**config.mk**
```make
export PLATFORM = sky130hd
export DESIGN_NAME = fnv_key_hash_engine_top
export DESIGN_NICKNAME = d
export VERILOG_FILES = /design/src/fnv_pkg.sv /design/src/fnv_key_hash_engine_top.sv
export SDC_FILE = /design/constraint.sdc
export NUM_CORES = 1
export LEC_CHECK = 0
export ABC_AREA = 1
export BUFFER_PORTS_ARGS = -buffer_cell sky130_fd_sc_hd__buf_2
export CAP_MARGIN = 30
export CELL_PAD_IN_SITES_DETAIL_PLACEMENT = 1
export CELL_PAD_IN_SITES_GLOBAL_PLACEMENT = 2
export CORE_ASPECT_RATIO = 1.75
export CORE_MARGIN = 2
export CORE_UTILIZATION = 35
export CTS_CLUSTER_SIZE = 28
export DETAILED_ROUTE_END_ITERATION = 10
export GPL_ROUTABILITY_DRIVEN = 0
export GPL_TIMING_DRIVEN = 1
export PLACE_DENSITY_LB_ADDON = 0.3
export SLEW_MARGIN = 20
export SYNTH_ARGS = -nofsm -noshare
export SYNTH_HDL_FRONTEND = slang
export SYNTH_SLANG_ARGS = --single-unit
export TNS_END_PERCENT = 30
```
**constraint.sdc**
```tcl
create_clock -name clk -period 5 [get_ports clk]
set_input_delay 0.5 -clock clk [delete_from_list [all_inputs] [get_ports clk]]
set_output_delay 0.5 -clock clk [all_outputs]
set_load 0.03 [all_outputs]
```
**src/fnv_pkg.sv**
```systemverilog
// ----------------------------------------------------------------------------
// fnv_pkg: shared constants and types of the FNV key hash engine
// Holds the FNV offset bases and primes, the mode encoding and the init
// value lookup per mode.
// ----------------------------------------------------------------------------
`default_nettype none

package fnv_pkg;

  localparam int unsigned HashW = 64;
  localparam int unsigned OutW  = 32;
  localparam int unsigned ByteW = 8;

  localparam logic [63:0] FNV64_INIT  = 64'hcbf29ce484222325;
  localparam logic [63:0] FNV64_PRIME = 64'h00000100000001b3;
  localparam logic [31:0] FNV32_INIT  = 32'd2166136261;
  localparam logic [31:0] FNV32_PRIME = 32'd16777619;

  // Primes split as 2^k + small constant, so a multiply is a shift and a
  // narrow constant product.
  localparam int unsigned FNV64_PRIME_SHIFT = 40;
  localparam logic [8:0]  FNV64_PRIME_LO    = 9'h1b3;
  localparam int unsigned FNV32_PRIME_SHIFT = 24;
  localparam logic [8:0]  FNV32_PRIME_LO    = 9'h193;

  typedef enum logic [1:0] {
    VAR_FNV1_64   = 2'd0,
    VAR_FNV1A_64T = 2'd1,
    VAR_FNV1_32   = 2'd2,
    VAR_FNV1A_32  = 2'd3
  } variant_t;

  function automatic logic [63:0] init_for(variant_t mode);
    logic [63:0] val;
    unique case (mode)
      VAR_FNV1_64:   val = FNV64_INIT;
      VAR_FNV1A_64T: val = {32'd0, FNV64_INIT[31:0]};
      default:       val = {32'd0, FNV32_INIT};
    endcase
    return val;
  endfunction

endpackage

`default_nettype wire

```
**src/fnv_key_hash_engine_top.sv**
```systemverilog
// ----------------------------------------------------------------------------
// fnv_key_hash_engine_top: streaming FNV-1 / FNV-1a key hash
// A last beat waits in s1 until out_* is free, then its hash is registered there.
// Throughput: one key byte per cycle unless a held last beat stalls the input;
//   the hash updates in one pass of a shift-and-add constant multiply and XOR.
// Reset (rst_n low, synchronous): drops any buffered beat, clears out_valid,
//   selects FNV-1 64 and loads its offset basis into the running hash.
// ----------------------------------------------------------------------------
`default_nettype none

module fnv_key_hash_engine_top (
  input  wire logic        clk,
  input  wire logic        rst_n,
  input  wire logic        cfg_we,
  input  wire logic [1:0]  cfg_variant,
  input  wire logic        in_valid,
  output logic             in_stall,
  input  wire logic [7:0]  in_key_byte,
  input  wire logic        in_byte_present,
  input  wire logic        in_last_byte,
  output logic             out_valid,
  input  wire logic        out_stall,
  output logic [31:0]      out_hash_value
);

  fnv_pkg::variant_t variant_r;
  logic [63:0]       hash_r, hash_nxt, hash_mixed;

  logic              s1_valid_r;
  logic [7:0]        s1_byte_r;
  logic              s1_present_r;
  logic              s1_last_r;

  logic              out_valid_r;
  logic [31:0]       out_hash_r;

  logic              out_free;
  logic              s1_move;
  logic              in_take;

  logic [63:0]       mul64;
  logic [31:0]       s_lo, x_lo, mul_t, mul_fnv1_32, mul_fnv1a_32;
  logic [63:0]       byte_ext;

  assign out_free = !out_valid_r || !out_stall;
  assign s1_move  = s1_valid_r && (!s1_last_r || out_free);
  assign in_stall = s1_valid_r && !s1_move;
  assign in_take  = in_valid && !in_stall;

  // Mix one byte into the running hash.
  assign byte_ext     = {56'd0, s1_byte_r};
  assign s_lo         = hash_r[31:0];
  assign x_lo         = s_lo ^ {24'd0, s1_byte_r};
  assign mul64        = (hash_r << fnv_pkg::FNV64_PRIME_SHIFT)
                        + (hash_r * 64'(fnv_pkg::FNV64_PRIME_LO));
  assign mul_t        = x_lo * 32'(fnv_pkg::FNV64_PRIME_LO);
  assign mul_fnv1_32  = (s_lo << fnv_pkg::FNV32_PRIME_SHIFT)
                        + (s_lo * 32'(fnv_pkg::FNV32_PRIME_LO));
  assign mul_fnv1a_32 = (x_lo << fnv_pkg::FNV32_PRIME_SHIFT)
                        + (x_lo * 32'(fnv_pkg::FNV32_PRIME_LO));

  always_comb begin
    unique case (variant_r)
      fnv_pkg::VAR_FNV1_64:   hash_mixed = mul64 ^ byte_ext;
      fnv_pkg::VAR_FNV1A_64T: hash_mixed = {32'd0, mul_t};
      fnv_pkg::VAR_FNV1_32:   hash_mixed = {32'd0, mul_fnv1_32 ^ {24'd0, s1_byte_r}};
      default:                hash_mixed = {32'd0, mul_fnv1a_32};
    endcase
  end

  always_comb begin
    hash_nxt = hash_r;
    if (s1_move) begin
      if (s1_last_r) begin
        hash_nxt = fnv_pkg::init_for(variant_r);
      end else if (s1_present_r) begin
        hash_nxt = hash_mixed;
      end
    end
  end

  always_ff @(posedge clk) begin
    if (!rst_n) begin
      variant_r   <= fnv_pkg::VAR_FNV1_64;
      hash_r      <= fnv_pkg::init_for(fnv_pkg::VAR_FNV1_64);
      s1_valid_r  <= 1'b0;
      out_valid_r <= 1'b0;
    end else begin
      if (cfg_we) begin
        // new mode drops any partial key
        variant_r <= fnv_pkg::variant_t'(cfg_variant);
        hash_r    <= fnv_pkg::init_for(fnv_pkg::variant_t'(cfg_variant));
      end else begin
        hash_r <= hash_nxt;
      end
      if (in_take) begin
        s1_valid_r <= 1'b1;
      end else if (s1_move) begin
        s1_valid_r <= 1'b0;
      end
      if (s1_move && s1_last_r) begin
        out_valid_r <= 1'b1;
      end else if (!out_stall) begin
        out_valid_r <= 1'b0;
      end
    end
  end

  always_ff @(posedge clk) begin
    if (in_take) begin
      s1_byte_r    <= in_key_byte;
      s1_present_r <= in_byte_present;
      s1_last_r    <= in_last_byte;
    end
    if (s1_move && s1_last_r) begin
      out_hash_r <= s1_present_r ? hash_mixed[31:0] : hash_r[31:0];
    end
  end

  assign out_valid      = out_valid_r;
  assign out_hash_value = out_hash_r;

`ifndef SYNTHESIS
  a_stall_only_on_last: assert property (@(posedge clk) disable iff (!rst_n)
    in_stall |-> (s1_valid_r && s1_last_r && out_valid_r))
    else $error("input stalled without a blocked last beat");

  a_upper_zero_32: assert property (@(posedge clk) disable iff (!rst_n)
    (variant_r != fnv_pkg::VAR_FNV1_64) |-> (hash_r[63:32] == 32'd0))
    else $error("upper hash bits set in a 32-bit mode");

  a_out_from_last: assert property (@(posedge clk) disable iff (!rst_n)
    $rose(out_valid_r) |-> $past(s1_valid_r && s1_last_r))
    else $error("result raised without a last beat");

  a_hash_hold: assert property (@(posedge clk) disable iff (!rst_n)
    (!s1_move && !cfg_we) |=> $stable(hash_r))
    else $error("running hash changed with no beat or config write");
`endif

endmodule

`default_nettype wire

```
==> impl.org, run 1 <==
** STA
- Max Fclk :: 180.5 MHz
- RSZ-0062 raised after global routing :: true
- Final setup violation count :: 45
- Headroom to the max-slew limit came out at 11.60%.
- Shortest period the worst path allows :: 5540 ps
- Of the available clock period, the critical path in the final layout requires 110.8%.
- Final hold vios :: 0
- Worst-case clock skew :: 14.97 ps
- The count of pins over their slew limit came to 0.
- For the pin with the worst max-slew slack, the measured transition is 1323 ps.
- Once routing completed, OpenROAD measured the worst setup slack at -540.2 ps.

** Synthesis
- Sequential area share after synthesis :: 10.06%
- In the post-synthesis netlist, the biggest area contributors are sky130_fd_sc_hd__fa_1, sky130_fd_sc_hd__ha_1, sky130_fd_sc_hd__inv_1, sky130_fd_sc_hd__nand2_1, sky130_fd_sc_hd__edfxtp_1.
- sky130_fd_sc_hd__fa_1 takes more of the synthesized area than any other cell.
- Synthesis instantiated 53 different standard cells from the library.
- Synthesis handed over a netlist of 2,763 instances.
- Top flip-flop cell by instance count after synthesis :: sky130_fd_sc_hd__edfxtp_1
- The commonest cells after synthesis are sky130_fd_sc_hd__inv_1, sky130_fd_sc_hd__nand2_1, sky130_fd_sc_hd__ha_1, sky130_fd_sc_hd__fa_1, sky130_fd_sc_hd__a21oi_1.
- The average instance in the mapped netlist occupies 7.130 µm².
- Yosys printed 0 warnings.
- For this run, asynchronously set or reset flops after synthesis account for 0%.
- EDFF count, synth :: 42
- Among all cell types in the netlist, the one instantiated most often is sky130_fd_sc_hd__inv_1.
- After synthesis, the largest area contributor takes up 21.24% of total cell area.
- Synthesis inferred 78 register bits.
- The mapped netlist covers 19,700 µm².
- When the netlist entered floorplanning its net count stood at 3,282.

** Clocking
- Reg clk slew, reported paths :: 80 ps
- The clock reaches the later pin of the worst-skew pair after 360 ps.
- CTS tree :: done
- CTS Root Cell :: sky130_fd_sc_hd__clkbuf_16
- The longest clock path from root to sink contains 2 buffers.
- Buffers inserted during clock tree synthesis total 9.
- The clock drives 78 sinks.
- Number of H-tree levels :: 3
- Number of buffers inserted by hold repair at cts :: 0

** Finish
- Utilization after layout :: 56.08%
- Syn-to-layout area delta :: 59.33%
- The post-route netlist has 44.11% of its cells at a drive strength greater than 1.
- For this run, the post-layout net count is 4,051.
- The layout has 6,650 filler cells.

** Critical path
- Kind of capture point of the worst setup path :: register
- Setup crit start kind :: register
- Data arrival time of the critical path :: 5810 ps
- The largest individual stage delay along the critical path comes from the cell sky130_fd_sc_hd__fa_1.
- The largest single stage delay on the critical path is 700 ps.
- Crit path cell chain :: buf_6, ha_4, buf_4, fa_1, inv_1, fa_1, inv_2, fa_1, ha_4, ha_4, a21oi_4, buf_4, nor2_1, nor2_1, inv_1, a21oi_1, nand3_1, nand2_1, nand3_1, nand4_1, buf_4, nand2_1, a21oi_2
- Of all nets on the critical path, the largest fanout is 4.
- The setup path with the least slack is of type reg2reg.
- Data on the critical path is required at its endpoint by 5270 ps.

** Routing
- Via density per instance :: 5.616
- The detail route stage leaves a number of antenna-violating nets equal to 0.
- The first routing iteration left 1,632 violations.
- Via count of the routed design :: 23.82k
- Met1 layer wirelength in the final routing :: 38,400 µm
- Met3 layer wire length in the routed design :: 7747 µm
- After detailed routing, the average wire length per cell comes to 28.42 µm.
- Signal routing reaches up to met5.
- Drt pass-1 iters :: 5
- Wire segments on met2 add up to 58,820 µm in the final route.
- In the routed design, unresolved DRC markers number 0.
- After detailed routing, the total wire length is 120,600 µm.

** GRT
- The via count of the first global-routing pass is 25.41k.
- Total overflow reported by the global router :: 0
- Pin count of the biggest net entering global routing :: 35
- Antenna violations before repair :: 6
- Global router's overall resource usage :: 36.57%
- Global-route wire length before repair :: 155,900 µm

** Placed design
- Count of input and output buffers :: 50
- DP Worst Slack :: -902.3 ps
- Detailed placement finished with a half-perimeter wire length of 89,260 µm.

** Floorplanning
- The floorplan step defined a core boundary enclosing 55,970 µm².
- For this configuration, the core starts out at a cell density of 35.20%.
- After floorplanning, the core was divided into 115 placement rows.
- Total Die Area :: 58,270 µm²
- Horizontal extent of the die :: 183.3 µm
- The die is 317.8 µm tall.
- I/O pins :: 51

** Status
- The run finished, with violations left.
- The checks that failed: setup timing.

** Worst hold path
- Classification of the worst-slack hold path :: in2reg

** Flow run
- Max-cap violations in this run came to 0.
[cell usage in the layout (no fill, tap or decap), types with 20 or more instances in the layout]
cell type                    n
sky130_fd_sc_hd__a21oi_1   110
sky130_fd_sc_hd__a21oi_2    53
sky130_fd_sc_hd__a21oi_4    27
sky130_fd_sc_hd__buf_2      50
sky130_fd_sc_hd__buf_4     683
sky130_fd_sc_hd__buf_6      39
sky130_fd_sc_hd__dfxtp_4    20
sky130_fd_sc_hd__edfxtp_1   42
sky130_fd_sc_hd__fa_1      184
sky130_fd_sc_hd__fa_2       25
sky130_fd_sc_hd__ha_1      123
sky130_fd_sc_hd__ha_4      154
sky130_fd_sc_hd__inv_1     561
sky130_fd_sc_hd__inv_2      77
sky130_fd_sc_hd__nand2_1   459
sky130_fd_sc_hd__nand2_2   104
sky130_fd_sc_hd__nand2_4    32
sky130_fd_sc_hd__nand3_1   123
sky130_fd_sc_hd__nand3_2    40
sky130_fd_sc_hd__nand4_1    50
sky130_fd_sc_hd__nor2_1     80
sky130_fd_sc_hd__nor2_2     39
sky130_fd_sc_hd__nor2_4     38
sky130_fd_sc_hd__o21ai_0    92
sky130_fd_sc_hd__o21ai_1    33
sky130_fd_sc_hd__xor2_1     32
[layout make-up]
cell class | count | area (µm²) | share of cell area, %
inverter | 642 | 2417 | 7.702
clock inverter | 7 | 102.6 | 0.3269
clock buffer | 9 | 225.2 | 0.7175
timing repair buffer | 788 | 6137 | 19.55
tap | 702 | 878.3 | 2.798
sequential | 78 | 2066 | 6.581
antenna | 3 | 7.507 | 0.02392
multi-input combinational | 2013 | 19550 | 62.30
[worst paths after layout]
check                                                to  cells after the start  slack (ps)                     from
worst min register to register  hash_r[30]$_SDFFE_PN0P_                      2         520  hash_r[30]$_SDFFE_PN0P_
worst max register to register  hash_r[25]$_SDFFE_PN0P_                     23        -540  hash_r[11]$_SDFFE_PN0P_
worst min-delay path             s1_byte_r[7]$_DFFE_PP_                      1         320           in_key_byte[7]
worst max-delay path            hash_r[25]$_SDFFE_PN0P_                     23        -540  hash_r[11]$_SDFFE_PN0P_
[layer usage]
metal	vias to the layer above	track usage (%)
met5	-	0
met4	4	36.92
met3	637	4.260
met2	1137	64.72
met1	11791	35.74
li1	10254	-
[flip-flops by register name (all words and copies together) (netlist names)]
register,count
variant_r,2
out_valid,1
s1_last_r,1
s1_byte_r,8
hash_r,32
out_hash_value,32
s1_valid_r,1
s1_present_r,1
[worst max-delay path, delay by kind of cell, from the launching register on]
| family | cells | cell delay, ps |
|---|---|---|
| compound gates | 3 | 550 |
| fa+ha+maj | 6 | 2490 |
| buf+inv | 7 | 800 |
| flops | 1 | 490 |
| simple gates | 7 | 1120 |
[what timing repair did]
action                     CTS  global route
setup buffers               34            68
resized for setup          455           550
pin swaps                  103           306
setup endpoints to repair   48            49
gates cloned                 0             0
[logic make-up after synthesis]
family	synth area share [%]
simple gates	22.72
buf+inv	12.90
fa+ha+maj	39.85
compound gates	10.65
xor+xnor	3.817
flops	10.06
[stage by stage]
| stage | std cells | area (µm²) | hold WS (ps) | TNS, ps |
|---|---|---|---|---|
| final | 4242 | 31390 | 324.6 | -7120 |
| after global routing | 4239 | 31380 | 321.9 | -13340 |
| after CTS | 4176 | 28480 | 324.3 | -127.2 |
| after detailed placement | 4127 | 25640 | 512.6 | -22260 |
| after global placement | 4126 | 25640 | 497.6 | -17180 |
| after floorplan | 2763 | 19700 | 473.5 | 0 |
Power of run 1 is left out: the tool's default activity adds up to more than one toggle a clock period on the data nets, which glitch-free logic cannot reach.
==> run 2, diff against run 1 <==
- SETUP_SLACK_MARGIN: unset -> 0.5
==> run 2 against run 1 <==
Against the previous run: the run still ends with setup timing left; register-to-register slack barely moved; clock skew hardly changed; critical path depth up 1; global-route usage is 3.5 points higher; wire length is 3.5% higher; die area did not move; utilization is 0.63 points lower; count of clock-buffer cells in the layout increased by 3; sequential share of layout area rose by 0.058 points; largest cell class unchanged; highest routed layer unchanged; final area decreased by 1.1%; worst setup slack worse by 6.6 ps.
==> impl.org, run 2 (same netlist as run 1, synthesis figures left out) <==
** Routing
- Via count of the routed design :: 24.17k (+1.4%)
- WL per Instance :: 29.59 µm (+4.1%)
- Number of remaining DRC errors :: 0 (unchanged)
- First DRT Iteration DRCs :: 1,919 (+18%)
- Drt pass-1 iters :: 6 (+1)
- Routed Wire Length :: 124,800 µm (+3.5%)
- Via density per instance :: 5.729 (+2.0%)
- The post-route antenna net violation count was 0 (unchanged).

** STA
- The maximum clock rate is 180.3 MHz (-0.12%).
- TNS Setup :: -8459 ps (-1339 ps)
- Setup repair after global routing could not meet its margin everywhere.
- The setup-violating endpoint count in the final report is 47 (+4.4%).
- Final clock period utilization by the worst path :: 110.9% (+0.13 points)
- Relative slew margins :: 37.87% (+26 points)
- The count of pins over their slew limit is 0 (unchanged).
- Worst-case clock skew :: 15.28 ps (+0.3123 ps)
- The minimum setup slack in the final design was -546.8 ps (-6.578 ps).
- Shortest period the worst path allows :: 5547 ps (+6.578 ps)
- The pin slew with the least headroom to its limit was 929.7 ps (-393.0 ps).
- Final hold vios :: 0 (unchanged)

** Floorplanning
- The die outline area was 58,270 µm² (unchanged).
- The total core area came to 55,970 µm² (unchanged).
- The count of boundary I/O pins is 51 (unchanged).
- The horizontal die dimension was 183.3 µm (unchanged).
- Die Ht :: 317.8 µm (unchanged)
- The effective utilization at floorplan was 35.20% (unchanged).
- Rows :: 115 (unchanged)

** Clocking
- Longest Clk Path Bufs :: 2 (unchanged)
- The post-CTS clock slew at the launch and capture registers of the worst setup and hold paths is 70 ps (about the same).
- The cell sitting at the root of the clock tree is a sky130_fd_sc_hd__clkbuf_16.
- The hold buffer count at CTS came to 0 (unchanged).
- Clock latency on the worst-skew pair :: 350 ps (about the same)
- Clock buffers created by TritonCTS :: 9 (unchanged)
- Number of H-tree levels :: 3 (unchanged)
- CTS tree :: done
- The number of clock sinks was 78 (unchanged).

** Status
- The run finished, with violations left.
- Violations in the final reports :: setup timing

** Placed design
- The standard cell area after detailed placement came to 25,840 µm² (+0.78%).
- Count of input and output buffers :: 50 (unchanged)
- The post-detailed-placement half-perimeter wirelength is 90,090 µm (+0.92%).
- The setup slack after placement is -870.8 ps (+31.51 ps).

** Finish
- Most frequent standard cell in the layout excluding fill and tap cells :: sky130_fd_sc_hd__buf_4
- Syn-to-layout area delta :: 57.55%
- The number of nets in the layout was 4,022 (-0.72%).
- The share of post-route cells with drive strength above 1 was 42.79% (-1.3 points).
- Non-Filler Cell Area, Final :: 31,040 µm² (-1.1%)
- The top cell types in the final layout, fill and taps aside, are sky130_fd_sc_hd__buf_4, sky130_fd_sc_hd__inv_1, sky130_fd_sc_hd__nand2_1.

** Critical path
- Data required time at the worst endpoint :: 5080 ps (-190 ps)
- The maximum net fanout on the critical path was 7 (+3).
- Setup crit start kind :: register
- The worst setup path is of the reg2reg kind.
- Kind of capture point of the worst setup path :: register
- Data arrival time of the critical path :: 5630 ps (-180 ps)

** GRT
- The met3 routing resource usage after global routing is 9.288% (+5.0 points).
- GRT met1 Usage :: 37.50% (+1.8 points)
- The global-route wire length before repair came to 169,600 µm (+8.8%).
- GRT busiest layer :: met2
- The total routing resource utilization after global routing was 40.11% (+3.5 points).
- Via count of the first global-routing pass :: 26.72k (+5.2%)
- Total overflow reported by the global router :: 0 (unchanged)
- Antenna violations before repair :: 10 (+4)
- The maximum number of pins on one net before global-route repair was 50 (+43%).
- Met2 capacity usage during global routing :: 68.96% (+4.2 points)

** Worst hold path
- The worst hold path belongs to the class in2reg.

** Flow run
- The max-capacitance violation count was 0 (unchanged).
-- run 2: cell types whose count changed in the layout (fill, tap and decap cells not counted), sizes merged --
cell,before,now
inv,645,642
buf,788,759
clkinv,1,3
diode,3,8
clkbuf,9,12
bufinv,2,0
-- run 2: path summary, 6_finish.rpt --
| check | startpoint | to | slack, ps | depth (start not counted) |
|---|---|---|---|---|
| min reg2reg | s1_valid_r$_SDFFE_PN0P_ | s1_valid_r$_SDFFE_PN0P_ | 520 | 2 |
| max | hash_r[7]$_SDFFE_PN0P_ | out_hash_value[27]$_DFFE_PP_ | -550 | 24 |
| min | in_byte_present | s1_present_r$_DFFE_PP_ | 340 | 1 |
| max reg2reg | hash_r[7]$_SDFFE_PN0P_ | out_hash_value[27]$_DFFE_PP_ | -550 | 24 |
-- run 2: what timing repair did --
item	in CTS	in global routing
gates cloned	0	0
endpoints found under the setup margin	52	54
pin swaps	203	85
gates resized for setup	732	199
buffers inserted	48	18
-- run 2: per-layer routing --
metal	vias up	wire (µm)
met5	-	24
met4	4	17440
met3	813	9960
li1	10230	-
met1	11798	38130
met2	1321	59270
-- run 2: cell type report --
type | count | area, µm²
Sequential cell | 78 | 2061
Clock buffer | 12 | 257.7
Multi-Input combinational cell | 2013 | 19470
Clock inverter | 4 | 28.78
Tap cell | 702 | 878.3
Inverter | 642 | 2422
Timing Repair Buffer | 759 | 5903
Fill cell | 6602 | 24940
Antenna cell | 8 | 20.02
-- run 2: through the flow --
stage	hold slack (ps)	util (%)	instances
2_1_floorplan	473.5	-	2763
3_3_place_gp	493.1	46.17	4127
3_5_place_dp	512.0	46.17	4127
4_1_cts	334.2	53.56	4191
5_1_grt	343.0	55.42	4210
6_report	337.1	55.45	4218
-- run 2: critical path: stages, from the launching register on --
cell and delay (ps):
sky130_fd_sc_hd__dfxtp_4 520, sky130_fd_sc_hd__ha_4 270, sky130_fd_sc_hd__xnor2_2 190, sky130_fd_sc_hd__inv_1 90
sky130_fd_sc_hd__ha_1 190, sky130_fd_sc_hd__inv_1 110, sky130_fd_sc_hd__nand2_4 130, sky130_fd_sc_hd__ha_4 320
sky130_fd_sc_hd__a31o_2 180, sky130_fd_sc_hd__inv_1 60, sky130_fd_sc_hd__fa_1 500, sky130_fd_sc_hd__inv_1 60
sky130_fd_sc_hd__ha_1 380, sky130_fd_sc_hd__ha_4 340, sky130_fd_sc_hd__nand2_1 130, sky130_fd_sc_hd__o21ai_1 580
sky130_fd_sc_hd__a21oi_2 100, sky130_fd_sc_hd__inv_1 100, sky130_fd_sc_hd__nand2_1 110, sky130_fd_sc_hd__nand3_1 140
sky130_fd_sc_hd__nand2_1 100, sky130_fd_sc_hd__nand3_2 140, sky130_fd_sc_hd__nand4_1 260, sky130_fd_sc_hd__nand3_1 170
sky130_fd_sc_hd__o21ai_1 70
Power of run 2 is left out for the same reason.
